## src/rtl/frac_pkg.sv

```systemverilog
// Package for the fraction add-and-reduce block: width default, controller
// states, datapath select codes and the command/status bundles.
// Depends on nothing; the controller, datapath, top level and checker import it.
`default_nettype none

package frac_pkg;

    // Default operand width (bits of each two's complement input field)
    localparam int FRAC_OPERAND_WIDTH = 16;

    // Controller states
    typedef enum logic [3:0] {
        ST_IDLE,
        ST_MUL_T1,
        ST_MUL_T2,
        ST_MUL_DEN,
        ST_SUM,
        ST_GCD,
        ST_DIV_NUM,
        ST_DIV_DEN,
        ST_RESULT
    } t_state;

    // Operand pair routed to the shared multiplier
    typedef enum logic [1:0] {
        MUL_T1,
        MUL_T2,
        MUL_DEN
    } t_mul_sel;

    // Dividend source and quotient destination of the serial divider
    typedef enum logic [0:0] {
        DIV_NUM,
        DIV_DEN
    } t_div_sel;

    // Commands from controller to datapath
    typedef struct packed {
        logic     load_in;
        logic     mul_en;
        t_mul_sel mul_sel;
        logic     sum_load;
        logic     gcd_step;
        logic     div_load;
        t_div_sel div_src;
        logic     div_step;
        logic     div_store;
        t_div_sel store_sel;
        logic     res_load;
    } t_cmd;

    // Status from datapath to controller
    typedef struct packed {
        logic den_err;
        logic gcd_zero;
    } t_status;

endpackage

`default_nettype wire

```

## src/rtl/frac_if.sv

```systemverilog
// Valid/ready channel interfaces for operand and result transfers.
// Stand-alone; widths follow the OPERAND_WIDTH parameter.
`default_nettype none

interface frac_in_if #(
    parameter int OPERAND_WIDTH = 16
);
    logic                            valid;
    logic                            ready;
    logic signed [OPERAND_WIDTH-1:0] num_a;
    logic signed [OPERAND_WIDTH-1:0] den_a;
    logic signed [OPERAND_WIDTH-1:0] num_b;
    logic signed [OPERAND_WIDTH-1:0] den_b;

    modport source (output valid, num_a, den_a, num_b, den_b, input ready);
    modport sink   (input valid, num_a, den_a, num_b, den_b, output ready);
endinterface

interface frac_out_if #(
    parameter int OPERAND_WIDTH = 16
);
    logic                       valid;
    logic                       ready;
    logic                       negative;
    logic [2*OPERAND_WIDTH-2:0] num_mag;
    logic [2*OPERAND_WIDTH-3:0] den_mag;
    logic                       den_error;

    modport source (output valid, negative, num_mag, den_mag, den_error, input ready);
    modport sink   (input valid, negative, num_mag, den_mag, den_error, output ready);
endinterface

`default_nettype wire

```

## src/rtl/frac_ctrl.sv

```systemverilog
// Controller for the fraction add-and-reduce block: sequences multiply,
// sum, binary gcd and two serial divisions, and owns the result valid flag.
// Depends on frac_pkg.
`default_nettype none

module frac_ctrl #(
    parameter int OPERAND_WIDTH = frac_pkg::FRAC_OPERAND_WIDTH
) (
    input  wire logic             i_clk,
    input  wire logic             i_rst_n,
    input  wire logic             i_in_valid,
    output logic                  o_in_ready,
    output logic                  o_out_valid,
    input  wire logic             i_out_ready,
    input  wire frac_pkg::t_status i_status,
    output frac_pkg::t_cmd        o_cmd
);
    import frac_pkg::*;

    localparam int PROD_W = 2 * OPERAND_WIDTH;
    localparam int CNT_W  = $clog2(PROD_W);

    t_state           r_state, n_state;
    logic [CNT_W-1:0] r_cnt, n_cnt;
    logic             r_out_valid, n_out_valid;
    logic             w_cnt_last;
    logic             w_out_free;
    t_cmd             w_cmd;

    assign w_cnt_last = (r_cnt == CNT_W'(PROD_W - 1));
    assign w_out_free = !r_out_valid || i_out_ready;

    // Next state
    always_comb begin
        n_state = r_state;
        unique case (r_state)
            ST_IDLE:    if (i_in_valid) n_state = ST_MUL_T1;
            ST_MUL_T1:  n_state = i_status.den_err ? ST_RESULT : ST_MUL_T2;
            ST_MUL_T2:  n_state = ST_MUL_DEN;
            ST_MUL_DEN: n_state = ST_SUM;
            ST_SUM:     n_state = ST_GCD;
            ST_GCD:     if (i_status.gcd_zero) n_state = ST_DIV_NUM;
            ST_DIV_NUM: if (w_cnt_last) n_state = ST_DIV_DEN;
            ST_DIV_DEN: if (w_cnt_last) n_state = ST_RESULT;
            ST_RESULT:  if (w_out_free) n_state = ST_IDLE;
            default:    n_state = ST_IDLE;
        endcase
    end

    // Commands per state
    always_comb begin
        w_cmd = '0;
        unique case (r_state)
            ST_IDLE: begin
                w_cmd.load_in = i_in_valid;
            end
            ST_MUL_T1: begin
                w_cmd.mul_en  = 1'b1;
                w_cmd.mul_sel = MUL_T1;
            end
            ST_MUL_T2: begin
                w_cmd.mul_en  = 1'b1;
                w_cmd.mul_sel = MUL_T2;
            end
            ST_MUL_DEN: begin
                w_cmd.mul_en  = 1'b1;
                w_cmd.mul_sel = MUL_DEN;
            end
            ST_SUM: begin
                w_cmd.sum_load = 1'b1;
            end
            ST_GCD: begin
                if (i_status.gcd_zero) begin
                    w_cmd.div_load = 1'b1;
                    w_cmd.div_src  = DIV_NUM;
                end else begin
                    w_cmd.gcd_step = 1'b1;
                end
            end
            ST_DIV_NUM: begin
                w_cmd.div_step = 1'b1;
                if (w_cnt_last) begin
                    w_cmd.div_store = 1'b1;
                    w_cmd.store_sel = DIV_NUM;
                    w_cmd.div_load  = 1'b1;
                    w_cmd.div_src   = DIV_DEN;
                end
            end
            ST_DIV_DEN: begin
                w_cmd.div_step = 1'b1;
                if (w_cnt_last) begin
                    w_cmd.div_store = 1'b1;
                    w_cmd.store_sel = DIV_DEN;
                end
            end
            ST_RESULT: begin
                w_cmd.res_load = w_out_free;
            end
            default: w_cmd = '0;
        endcase
    end

    // Divider step count and result valid
    always_comb begin
        n_cnt = r_cnt;
        if (w_cmd.div_load) begin
            n_cnt = '0;
        end else if (w_cmd.div_step) begin
            n_cnt = r_cnt + 1'b1;
        end
        n_out_valid = r_out_valid && !i_out_ready;
        if (w_cmd.res_load) begin
            n_out_valid = 1'b1;
        end
    end

    always_ff @(posedge i_clk) begin
        if (!i_rst_n) begin
            r_state     <= ST_IDLE;
            r_cnt       <= '0;
            r_out_valid <= 1'b0;
        end else begin
            r_state     <= n_state;
            r_cnt       <= n_cnt;
            r_out_valid <= n_out_valid;
        end
    end

    assign o_in_ready  = (r_state == ST_IDLE);
    assign o_out_valid = r_out_valid;
    assign o_cmd       = w_cmd;

endmodule

`default_nettype wire

```

## src/rtl/frac_dp.sv

```systemverilog
// Datapath for the fraction add-and-reduce block: operand magnitudes, shared
// multiplier, signed sum, binary gcd, restoring divider and result register.
// Depends on frac_pkg; driven by frac_ctrl.
`default_nettype none

module frac_dp #(
    parameter int OPERAND_WIDTH = frac_pkg::FRAC_OPERAND_WIDTH
) (
    input  wire logic                            i_clk,
    input  wire frac_pkg::t_cmd                  i_cmd,
    output frac_pkg::t_status                    o_status,
    input  wire logic signed [OPERAND_WIDTH-1:0] i_num_a,
    input  wire logic signed [OPERAND_WIDTH-1:0] i_den_a,
    input  wire logic signed [OPERAND_WIDTH-1:0] i_num_b,
    input  wire logic signed [OPERAND_WIDTH-1:0] i_den_b,
    output logic                                 o_negative,
    output logic [2*OPERAND_WIDTH-2:0]           o_num_mag,
    output logic [2*OPERAND_WIDTH-3:0]           o_den_mag,
    output logic                                 o_den_error
);
    import frac_pkg::*;

    localparam int W      = OPERAND_WIDTH;
    localparam int PROD_W = 2 * OPERAND_WIDTH;
    localparam int NUM_W  = PROD_W - 1;
    localparam int DEN_W  = PROD_W - 2;

    // Magnitude of a two's complement field; the most negative code keeps
    // its true magnitude in W unsigned bits
    function automatic logic [W-1:0] mag_of(input logic [W-1:0] v);
        return v[W-1] ? (~v + 1'b1) : v;
    endfunction

    logic [W-1:0]      r_na, r_da, r_nb, r_db;
    logic              r_neg_a, r_neg_b, r_err;
    logic [PROD_W-1:0] r_t1, r_t2, r_den;
    logic [PROD_W-1:0] r_x, r_y, r_num, r_dnm;
    logic [PROD_W-1:0] n_x, n_y, n_num, n_dnm;
    logic              r_neg;
    logic [PROD_W-1:0] r_rem, r_quo, n_rem, n_quo;
    logic [NUM_W-1:0]  r_rn;
    logic [DEN_W-1:0]  r_rd;

    logic [W-1:0]      w_na, w_da, w_nb, w_db;
    logic [W-1:0]      w_op_a, w_op_b;
    logic [PROD_W-1:0] w_prod;
    logic [PROD_W-1:0] w_sum;
    logic              w_sum_neg;
    logic [PROD_W:0]   w_trial;
    logic [PROD_W:0]   w_trial_diff;

    // Capture operand magnitudes and signs on accept
    assign w_na = mag_of(i_num_a);
    assign w_da = mag_of(i_den_a);
    assign w_nb = mag_of(i_num_b);
    assign w_db = mag_of(i_den_b);

    always_ff @(posedge i_clk) begin
        if (i_cmd.load_in) begin
            r_na    <= w_na;
            r_da    <= w_da;
            r_nb    <= w_nb;
            r_db    <= w_db;
            r_neg_a <= (w_na != '0) && (i_num_a[W-1] != i_den_a[W-1]);
            r_neg_b <= (w_nb != '0) && (i_num_b[W-1] != i_den_b[W-1]);
            r_err   <= (w_da == '0) || (w_db == '0);
        end
    end

    // Shared multiplier, one product per cycle
    always_comb begin
        unique case (i_cmd.mul_sel)
            MUL_T1: begin
                w_op_a = r_na;
                w_op_b = r_db;
            end
            MUL_T2: begin
                w_op_a = r_nb;
                w_op_b = r_da;
            end
            MUL_DEN: begin
                w_op_a = r_da;
                w_op_b = r_db;
            end
            default: begin
                w_op_a = r_da;
                w_op_b = r_db;
            end
        endcase
    end

    assign w_prod = PROD_W'(w_op_a) * PROD_W'(w_op_b);

    always_ff @(posedge i_clk) begin
        if (i_cmd.mul_en) begin
            case (i_cmd.mul_sel)
                MUL_T1:  r_t1  <= w_prod;
                MUL_T2:  r_t2  <= w_prod;
                default: r_den <= w_prod;
            endcase
        end
    end

    // Signed sum of the cross products in sign-magnitude form
    always_comb begin
        if (r_neg_a == r_neg_b) begin
            w_sum     = r_t1 + r_t2;
            w_sum_neg = r_neg_a;
        end else if (r_t1 >= r_t2) begin
            w_sum     = r_t1 - r_t2;
            w_sum_neg = r_neg_a;
        end else begin
            w_sum     = r_t2 - r_t1;
            w_sum_neg = r_neg_b;
        end
    end

    // Binary gcd: shared powers of two are stripped from the working pair
    // and from the copies of numerator and denominator alike, so the
    // gcd left in r_y divides those copies exactly
    always_comb begin
        n_x   = r_x;
        n_y   = r_y;
        n_num = r_num;
        n_dnm = r_dnm;
        if (i_cmd.sum_load) begin
            n_x   = w_sum;
            n_y   = r_den;
            n_num = w_sum;
            n_dnm = r_den;
        end else if (i_cmd.gcd_step) begin
            if (!r_x[0] && !r_y[0]) begin
                n_x   = r_x >> 1;
                n_y   = r_y >> 1;
                n_num = r_num >> 1;
                n_dnm = r_dnm >> 1;
            end else if (!r_x[0]) begin
                n_x = r_x >> 1;
            end else if (!r_y[0]) begin
                n_y = r_y >> 1;
            end else if (r_x >= r_y) begin
                n_x = (r_x - r_y) >> 1;
            end else begin
                n_y = (r_y - r_x) >> 1;
            end
        end
    end

    always_ff @(posedge i_clk) begin
        r_x   <= n_x;
        r_y   <= n_y;
        r_num <= n_num;
        r_dnm <= n_dnm;
        if (i_cmd.sum_load) begin
            r_neg <= w_sum_neg && (w_sum != '0);
        end
    end

    // Restoring divider, one quotient bit per cycle, divisor is the gcd
    assign w_trial      = {r_rem, r_quo[PROD_W-1]};
    assign w_trial_diff = w_trial - {1'b0, r_y};

    always_comb begin
        if (!w_trial_diff[PROD_W]) begin
            n_rem = w_trial_diff[PROD_W-1:0];
            n_quo = {r_quo[PROD_W-2:0], 1'b1};
        end else begin
            n_rem = w_trial[PROD_W-1:0];
            n_quo = {r_quo[PROD_W-2:0], 1'b0};
        end
    end

    always_ff @(posedge i_clk) begin
        if (i_cmd.div_load) begin
            r_rem <= '0;
            r_quo <= (i_cmd.div_src == DIV_NUM) ? r_num : r_dnm;
        end else if (i_cmd.div_step) begin
            r_rem <= n_rem;
            r_quo <= n_quo;
        end
    end

    // Store the final quotient, saturating to the field width
    always_ff @(posedge i_clk) begin
        if (i_cmd.div_store) begin
            if (i_cmd.store_sel == DIV_NUM) begin
                r_rn <= n_quo[PROD_W-1] ? {NUM_W{1'b1}} : n_quo[NUM_W-1:0];
            end else begin
                r_rd <= (|n_quo[PROD_W-1:DEN_W]) ? {DEN_W{1'b1}} : n_quo[DEN_W-1:0];
            end
        end
    end

    // Result register, zero payload on a zero denominator
    always_ff @(posedge i_clk) begin
        if (i_cmd.res_load) begin
            o_negative  <= r_err ? 1'b0 : r_neg;
            o_num_mag   <= r_err ? '0 : r_rn;
            o_den_mag   <= r_err ? '0 : r_rd;
            o_den_error <= r_err;
        end
    end

    assign o_status.den_err  = r_err;
    assign o_status.gcd_zero = (r_x == '0);

endmodule

`default_nettype wire

```

## src/rtl/fraction_add_reduce.sv

```systemverilog
// Top level of the fraction add-and-reduce block: joins controller and
// datapath to the operand and result channels.
// Depends on frac_pkg, frac_if, frac_ctrl and frac_dp.
//
//   channel     dir  modport  payload
//   i_operands  in   sink     num_a, den_a, num_b, den_b (signed, OPERAND_WIDTH)
//   o_result    out  source   negative, num_mag, den_mag, den_error
//
// One operand transfer at a time. An item is accepted, takes three products
// on the shared multiplier, is summed, is reduced by binary gcd steps and
// is divided by the gcd twice, numerator then denominator, before its result
// is loaded; a zero denominator skips from the first multiply to the result.
// Reset is synchronous and active low and clears controller state only.
// A stalled result holds in the output register; the next item is accepted
// meanwhile and waits for that register before its own result is loaded.
`default_nettype none

module fraction_add_reduce #(
    parameter int OPERAND_WIDTH = frac_pkg::FRAC_OPERAND_WIDTH
) (
    input  wire logic   i_clk,
    input  wire logic   i_rst_n,
    frac_in_if.sink     i_operands,
    frac_out_if.source  o_result
);
    import frac_pkg::*;

    t_cmd    w_cmd;
    t_status w_status;

    frac_ctrl #(
        .OPERAND_WIDTH (OPERAND_WIDTH)
    ) u_ctrl (
        .i_clk       (i_clk),
        .i_rst_n     (i_rst_n),
        .i_in_valid  (i_operands.valid),
        .o_in_ready  (i_operands.ready),
        .o_out_valid (o_result.valid),
        .i_out_ready (o_result.ready),
        .i_status    (w_status),
        .o_cmd       (w_cmd)
    );

    frac_dp #(
        .OPERAND_WIDTH (OPERAND_WIDTH)
    ) u_dp (
        .i_clk       (i_clk),
        .i_cmd       (w_cmd),
        .o_status    (w_status),
        .i_num_a     (i_operands.num_a),
        .i_den_a     (i_operands.den_a),
        .i_num_b     (i_operands.num_b),
        .i_den_b     (i_operands.den_b),
        .o_negative  (o_result.negative),
        .o_num_mag   (o_result.num_mag),
        .o_den_mag   (o_result.den_mag),
        .o_den_error (o_result.den_error)
    );

endmodule

`default_nettype wire

```

## src/flat_wrapper.sv

```systemverilog
// flat-port wrapper written by rule: the top's interface ports become plain ports
module fraction_add_reduce_flat import frac_pkg::*;
#(
    parameter int OPERAND_WIDTH = frac_pkg::FRAC_OPERAND_WIDTH
)
  (i_clk, i_rst_n, i_operands_valid, i_operands_num_a, i_operands_den_a, i_operands_num_b, i_operands_den_b, i_operands_ready, o_result_valid, o_result_negative, o_result_num_mag, o_result_den_mag, o_result_den_error, o_result_ready);
  frac_in_if #(.OPERAND_WIDTH(OPERAND_WIDTH)) i_operands_i ();
  frac_out_if #(.OPERAND_WIDTH(OPERAND_WIDTH)) o_result_i ();
  input  wire logic i_clk;
  input  wire logic i_rst_n;
  input wire logic [$bits(i_operands_i.valid)-1:0] i_operands_valid;
  input wire logic [$bits(i_operands_i.num_a)-1:0] i_operands_num_a;
  input wire logic [$bits(i_operands_i.den_a)-1:0] i_operands_den_a;
  input wire logic [$bits(i_operands_i.num_b)-1:0] i_operands_num_b;
  input wire logic [$bits(i_operands_i.den_b)-1:0] i_operands_den_b;
  output wire logic [$bits(i_operands_i.ready)-1:0] i_operands_ready;
  output wire logic [$bits(o_result_i.valid)-1:0] o_result_valid;
  output wire logic [$bits(o_result_i.negative)-1:0] o_result_negative;
  output wire logic [$bits(o_result_i.num_mag)-1:0] o_result_num_mag;
  output wire logic [$bits(o_result_i.den_mag)-1:0] o_result_den_mag;
  output wire logic [$bits(o_result_i.den_error)-1:0] o_result_den_error;
  input wire logic [$bits(o_result_i.ready)-1:0] o_result_ready;
  assign i_operands_i.valid = i_operands_valid;
  assign i_operands_i.num_a = i_operands_num_a;
  assign i_operands_i.den_a = i_operands_den_a;
  assign i_operands_i.num_b = i_operands_num_b;
  assign i_operands_i.den_b = i_operands_den_b;
  assign i_operands_ready = i_operands_i.ready;
  assign o_result_valid = o_result_i.valid;
  assign o_result_negative = o_result_i.negative;
  assign o_result_num_mag = o_result_i.num_mag;
  assign o_result_den_mag = o_result_i.den_mag;
  assign o_result_den_error = o_result_i.den_error;
  assign o_result_i.ready = o_result_ready;
  fraction_add_reduce #(.OPERAND_WIDTH(OPERAND_WIDTH)) u_core (.i_clk(i_clk), .i_rst_n(i_rst_n), .i_operands(i_operands_i), .o_result(o_result_i));
endmodule
```

## config.mk

```make
export PLATFORM = sky130hd
export DESIGN_NAME = fraction_add_reduce_flat
export DESIGN_NICKNAME = d
export VERILOG_FILES = /design/src/rtl/frac_pkg.sv /design/src/rtl/frac_if.sv /design/src/rtl/frac_ctrl.sv /design/src/rtl/frac_dp.sv /design/src/rtl/fraction_add_reduce.sv /design/src/flat_wrapper.sv
export SDC_FILE = /design/constraint.sdc
export NUM_CORES = 2
export LEC_CHECK = 0
export ABC_CLOCK_PERIOD_IN_PS = 10100
export BUFFER_PORTS_ARGS = -buffer_cell sky130_fd_sc_hd__buf_2
export CORE_MARGIN = 4
export CORE_UTILIZATION = 59
export CTS_CLUSTER_DIAMETER = 120
export CTS_CLUSTER_SIZE = 16
export DETAILED_ROUTE_END_ITERATION = 6
export PLACE_DENSITY = 0.83
export RECOVER_POWER = 50
export SETUP_SLACK_MARGIN = 0.4
export SLEW_MARGIN = 15
export SYNTH_ARGS = -nofsm -noshare
export SYNTH_HDL_FRONTEND = slang
export SYNTH_SLANG_ARGS = --single-unit
```

## constraint.sdc

```tcl
create_clock -name i_clk -period 10.1 [get_ports i_clk]
set_input_delay 2.02 -clock i_clk [delete_from_list [all_inputs] [get_ports i_clk]]
set_output_delay 2.02 -clock i_clk [all_outputs]
set_load 0.02 [all_outputs]
```

== Word level (Yosys, flattened, before mapping) ==
Cells that the tools add are included.

* Register bits after elaboration: 490
* Input port bits: 68
* Word-level logic and storage cells: 158

* Add/subtract/negate cells: 11
* Multiply operators: 1
* Magnitude comparators: 2
* Equality and inequality tests: 21
* Multiplexer cells: 52
* Bitwise operators: 7
* Reduce and logical (&&, ||, !) cells: 36

{| class="wikitable"
|+ Operators with widths
! kind !! count
|-
| 2-to-1 mux 32 bit || 24
|-
| subtractor 32 bit || 4
|-
| 2-to-1 mux 16 bit || 5
|-
| adder 16 x 1 -> 16 bit (second input constant) || 4
|-
| >= comparator 32 bit || 2
|-
| NOT 16 bit || 4
|-
| case mux 4 bit (9 select lines) || 1
|-
| subtractor 33 x 32 -> 33 bit || 1
|-
| adder 32 bit || 1
|-
| zero test 16 bit || 2
|-
| zero test 32 bit || 1
|-
| multiplier 16 x 16 -> 32 bit || 1
|-
| case mux 16 bit (2 select lines) || 1
|-
| nonzero test 16 bit || 2
|-
| nonzero test 32 bit || 1
|-
| 2-to-1 mux 4 bit || 6
|-
| equality test 4 x 3 -> 1 bit (second input constant) || 4
|-
| AND reduction 2 bit || 7
|-
| inequality test 2 bit (second input constant) || 5
|-
| 2-to-1 mux 1 bit || 9
|-
| case mux 3 bit (3 select lines) || 1
|-
| equality test 4 x 2 -> 1 bit (second input constant) || 2
|-
| inequality test 4 x 1 -> 1 bit (second input constant) || 2
|-
| 2-to-1 mux 2 bit || 3
|-
| 21 further kinds || 37
|}

== Longest topological paths before layout ==
* Depth after elaboration: 7
* Mapped depth: 33

== Hierarchy ==
A second synthesis with hierarchy kept.

* Cells, all modules: 4163
* Area total of the unflattened synthesis: 39950.8 µm²

{| class="wikitable"
|+ Modules (own cells, without submodules)
! module !! instances !! cells an instance !! area each (µm²) !! seq. area each (µm²)
|-
| frac_dp || 1 || 4083 || 39295.2 || 14093.5
|-
| frac_ctrl || 1 || 80 || 655.6 || 200.2
|}

== Worst setup path after synthesis ==
Ideal clock, no wire load.

* Kind: register to register
* From: register u_core.u_ctrl.r_state[1]
* To: register u_core.u_dp.r_den[30], data pin
* Setup time: 0.273 ns
* Data arrival time: 8.702 ns
* Slack: 1.125 ns
* Cell stages (with the launch flop): 31
* Path buffers: 3
* Period minus slack after synthesis: 8.975 ns
* Cells stage by stage: dfxtp_1 > clkbuf_1 > nand2_1 > nor3_1 > clkbuf_1 > clkbuf_1 > mux2i_1 > nor2_1 > fa_1 > inv_1 > fa_1 > inv_1 > fa_1 > fa_1 > fa_1 > inv_1 > fa_1 > inv_1 > ha_1 > a21oi_1 > nor2b_1 > o21ai_0 > nand2b_1 > a21o_1 > a221oi_1 > o21ai_0 > nand4_1 > nand3_1 > o311ai_0 > o21ai_0 > xor2_1

* Longest elaborated chain between the ends: 5

{| class="wikitable"
|+ RTL lines
! what !! line !! source
|-
| from (decl) || frac_ctrl.sv:23 || <nowiki>t_state r_state, n_state;</nowiki>
|-
| from (signal assigned) || frac_ctrl.sv:123 || <nowiki>r_state <= n_state;</nowiki>
|-
| equality test 4 x 2 -> 1 bit or equality test 4 x 1 -> 1 bit (tied branches) || frac_ctrl.sv:53 || <nowiki>unique case (r_state)</nowiki>
|-
| case mux 3 bit (3 select lines) * || frac_ctrl.sv:53 ||
|-
| equality test 2 x 1 -> 1 bit or zero test 2 bit (tied branches) || frac_dp.sv:72 || <nowiki>unique case (i_cmd.mul_sel)</nowiki>
|-
| case mux 16 bit (2 select lines) or 2-to-1 mux 16 bit (tied branches) || frac_dp.sv:72 ||
|-
| multiplier 16 x 16 -> 32 bit * || frac_dp.sv:92 || <nowiki>assign w_prod = PROD_W'(w_op_a) * PROD_W'(w_op_b);</nowiki>
|-
| named net u_core.u_dp.w_prod[30] || frac_dp.sv:46 || <nowiki>logic [PROD_W-1:0] w_prod;</nowiki>
|-
| to (signal assigned) || frac_dp.sv:99 || <nowiki>default: r_den <= w_prod;</nowiki>
|-
| to (decl) || frac_dp.sv:36 || <nowiki>logic [PROD_W-1:0] r_t1, r_t2, r_den;</nowiki>
|}

The timed path passes the listed nets; every way through them passes the cells marked *.
A chain may end at the register's enable or synchronous reset.

== Worst setup path in the final report ==
* From: register u_core.u_ctrl.r_state[2]
* To: register u_core.u_dp.r_t2[30], data pin

* Longest elaborated chain between the ends: 5

{| class="wikitable"
|+ RTL lines
! what !! line !! source
|-
| equality test 4 x 2 -> 1 bit or equality test 4 x 1 -> 1 bit (tied branches) || frac_ctrl.sv:53 ||
|-
| case mux 3 bit (3 select lines) * || frac_ctrl.sv:53 ||
|-
| equality test 2 x 1 -> 1 bit or zero test 2 bit (tied branches) || frac_dp.sv:72 ||
|-
| case mux 16 bit (2 select lines) or 2-to-1 mux 16 bit (tied branches) || frac_dp.sv:72 ||
|-
| multiplier 16 x 16 -> 32 bit * || frac_dp.sv:92 ||
|-
| named net u_core.u_dp.w_prod[30] || frac_dp.sv:46 ||
|-
| to (signal assigned) || frac_dp.sv:98 || <nowiki>MUL_T2: r_t2 <= w_prod;</nowiki>
|-
| to (decl) || frac_dp.sv:36 ||
|}

Marked as above.

==> flow_metrics.tcl <==
set metrics [dict create \
    die-width_um 266.4 \
    timing.critical_path.arrival_ns 9.41 \
    starting_density_of_the_core 0.5970 \
    synth_edf_count 448 \
    ys_dominant_reg_cell "edfxtp_1" \
    first_global_vias 30652 \
    crit-reg2reg-launch "u_core.u_ctrl.r_state[2]" \
    layout_worst_path_cycle_share 0.8993 \
    max_cap_violations 13 \
    cpMostUsedCell "fa_1" \
    holdCritPathClass "flip-flop to flip-flop" \
    mean_number_of_vias_per_cell 6.144 \
    worst_setup_path_type "flip-flop to flip-flop" \
    clk-insertion-delay-late_ns 0.59 \
    postSynthRegisterBits 490 \
    tritoncts_clock_tree "yes" \
    finalSetupViolCount 0 \
    antenna_left 0 \
    final_critical_path_setup_slack_ns 1.017 \
    crit_slowest_cell "clkbuf_1" \
    syn_inst 4186 \
    htreeDepth 2 \
    total_cts_buffers 36 \
    ios 133 \
    run_status "finished with violations" \
    worstPathRequired_ns 10.43 \
    clockBufferDepth 3 \
    period_needed_ns 9.083 \
    failed_checks "capacitance limit, slew limit" \
    final.setup.tns_ns 0 \
    hp-start "u_core.u_ctrl.r_cnt[4]" \
    synth-async-reset-ratio 0 \
    synth.yosys.seq_area_share 0.3629 \
    synth_area_per_inst_um2 9.410 \
    worst_setup_hold_path_clk_slew_ns 0.08 \
    wire_length_per_cell_after_detailed_routing_um 22.09 \
    post_cts_resize_count 0 \
    worst_case_setup_slack_after_placement_ns 1.654 \
    first_iter_violations 2936 \
    core_area_um2 65980 \
    track_usage 0.3135 \
    grt_antenna_before_repair 0 \
    whs_ns 0.4686 \
    nets 4794 \
    holdBufCountCts 0 \
    critical_path_launch_point "u_core.u_ctrl.r_state[2]" \
    number_of_clock_sinks 490 \
    overall_via_count_from_detail_route 31429 \
    first_pass_iters 6 \
    dp.final_hpwl_um 88410 \
    worstPathMaxFanout 16 \
    grt_setup_unrepaired "false" \
    routabilityCongestion 1.027 \
    grt_pass1_wl_um 173100 \
    port-buffer-count 132 \
    wl_um 113000 \
    dpl_cell_area_um2 40940 \
    maximum_number_of_pins_on_one_net_before_global_route_repair 84 \
    post_synth_instance_area_um2 39390 \
    cts_post_setup_buffers_inserted 0 \
    achievable-frequency_ghz 0.1101 \
    synth_fp_nets 4756 \
    worstPathBufferInverterCount 8 \
    root_buffer_cell "clkbuf_16" \
    yosysWarningCount 0 \
    end_kind "flip-flop" \
    die_y_um 266.4 \
    cpLargestDelayFamily "adder cells" \
    grt_remaining_overflow 0 \
    dr_drc_count 0 \
    floorplan.rows 94 \
    drive_above_1_share 0.07225 \
    setup.worst_path.start_class "flip-flop" \
    timing_max_transition_violations_final 650 \
    area_growth_synth_to_finish_pct 6.337 \
    slowest_delay_ns 0.74 \
    post-route-cell-area_um2 41890 \
    post_synth_num_cell_types 82 \
    transition_time_at_the_pin_with_the_least_slew_margin_ns 3.991 \
    max-slew-margin-rel -1.689 \
    full_die_area_um2 70960 \
    final-hold-violation-count 0 \
    fin_skew_ns 0.02541 \
]
-- cells in the final DEF (no fill, tap or decap), drive strengths merged, types with 35 or more instances in the layout --
master	Yosys	final
a21o	88	88
or2	42	42
clkbuf	167	82
inv	424	425
o21bai	35	35
nor2b	95	95
a31oi	50	50
a221oi	49	49
xnor2	142	142
edfxtp	448	448
or3	55	55
o21ai	228	228
xor2	44	44
ha	302	302
nor2	374	374
nor3	71	71
mux2i	91	91
fa	200	200
a21oi	255	255
nor4	45	45
dfxtp	42	42
nand2	459	459
nand4	36	36
nand3	67	67
buf	27	170
-- sequential cells by signal (all words and copies together), names as in the netlist, 4 cells and up --
signal,flops
u_core.u_dp.r_x,32
u_core.u_dp.r_rd,30
u_core.u_dp.r_rn,31
u_core.u_dp.r_t1,32
u_core.u_dp.r_da,16
u_core.u_dp.r_num,32
u_core.u_dp.o_den_mag,30
u_core.u_dp.r_den,32
u_core.u_dp.r_quo,32
u_core.u_dp.r_rem,32
u_core.u_ctrl.r_cnt,5
u_core.u_dp.r_dnm,32
u_core.u_dp.r_db,16
u_core.u_dp.o_num_mag,31
u_core.u_ctrl.r_state,4
u_core.u_dp.r_y,32
u_core.u_dp.r_na,16
u_core.u_dp.r_nb,16
u_core.u_dp.r_t2,32
-- routing by layer --
layer  track usage  vias to the layer above  routed length (µm)
met3       0.05522                      297                9515
met5             0                        -                   0
met2        0.5248                     1402               52730
met4        0.1598                        0                6734
met1        0.3939                    15051               43990
li1              -                    14679                   -
-- worst paths after layout --
kind	to	slack, ns	cells past startpoint
setup / recovery	u_core.u_dp.r_t2[30]	1.02	31
hold / removal	u_core.u_ctrl.r_cnt[4]	0.47	2
setup reg to reg	u_core.u_dp.r_t2[30]	1.02	31
hold reg to reg	u_core.u_ctrl.r_cnt[4]	0.47	2
-- kinds of logic (layout without fill, tap and decap cells) --
family	Yosys count	in the layout	synth area share
buf+inv	618	681	0.05988
fa+ha+maj	502	502	0.1976
mux	108	108	0.02798
simple gates	1362	1362	0.1610
other cells	0	2	0
compound gates	920	920	0.1494
xor+xnor	186	186	0.04136
flops	490	490	0.3629
-- worst register-to-register path: cells and delay by family (launching register included) --
| family | cells | cell delay [ns] |
|---|---|---|
| buffers and inverters | 8 | 1.77 |
| adders and majority gates | 7 | 3.48 |
| and+or+nand+nor | 7 | 0.85 |
| DFF | 1 | 0.35 |
| xor gates and xnor gates | 1 | 0.20 |
| muxes | 1 | 0.22 |
| AOI/OAI and AO/OA | 7 | 1.98 |
-- per-stage QoR --
step             util  cells
6_report       0.6348   5115
2_1_floorplan       -   4186
3_3_place_gp   0.6204   5050
3_5_place_dp   0.6204   5050
4_1_cts        0.6362   5113
5_1_grt        0.6348   5113
-- Yosys cell counts, types with 9 or more instances --
master	n	area, µm²
mux2i_1	91	910.9
inv_1	422	1584
xor2_1	44	385.4
or2_2	42	262.8
nor3_1	71	355.3
nand2_1	459	1723
nor2b_1	95	594.3
a221oi_1	48	420.4
clkbuf_1	165	619.3
o21bai_1	34	255.2
dfxtp_1	42	840.8
buf_2	23	115.1
mux2_2	17	191.4
a21oi_1	255	1276
or3_1	55	344.1
a211oi_1	25	187.7
fa_1	200	4004
and2_1	23	143.9
o31ai_1	22	165.2
nor2_1	374	1404
a22oi_1	13	97.59
edfxtp_1	448	13450
nand4_1	35	219.0
nor4_1	44	275.3
o21a_1	28	210.2
a211o_1	9	78.83
o211ai_1	19	142.6
ha_1	302	3779
o21ai_0	224	1121
xnor2_1	142	1244
nand3_1	67	335.3
a31oi_1	50	312.8
and3_1	26	162.7
nand2b_1	31	193.9
o2111ai_1	11	96.34
a21o_1	88	660.6
-- final cells by class --
cell class / instances / area [µm²]
sequential: 490 / 14290
multi-input combinational: 3078 / 22810
clock buffer: 58 / 983.4
tap: 864 / 1081
fill: 5407 / 24090
clock inverter: 5 / 55.05
inverter: 424 / 1593
antenna: 2 / 5.005
timing repair buffer: 194 / 1066
Power is left out: the tool's default activity adds up to more than one toggle a clock period on the data nets, which glitch-free logic cannot reach.
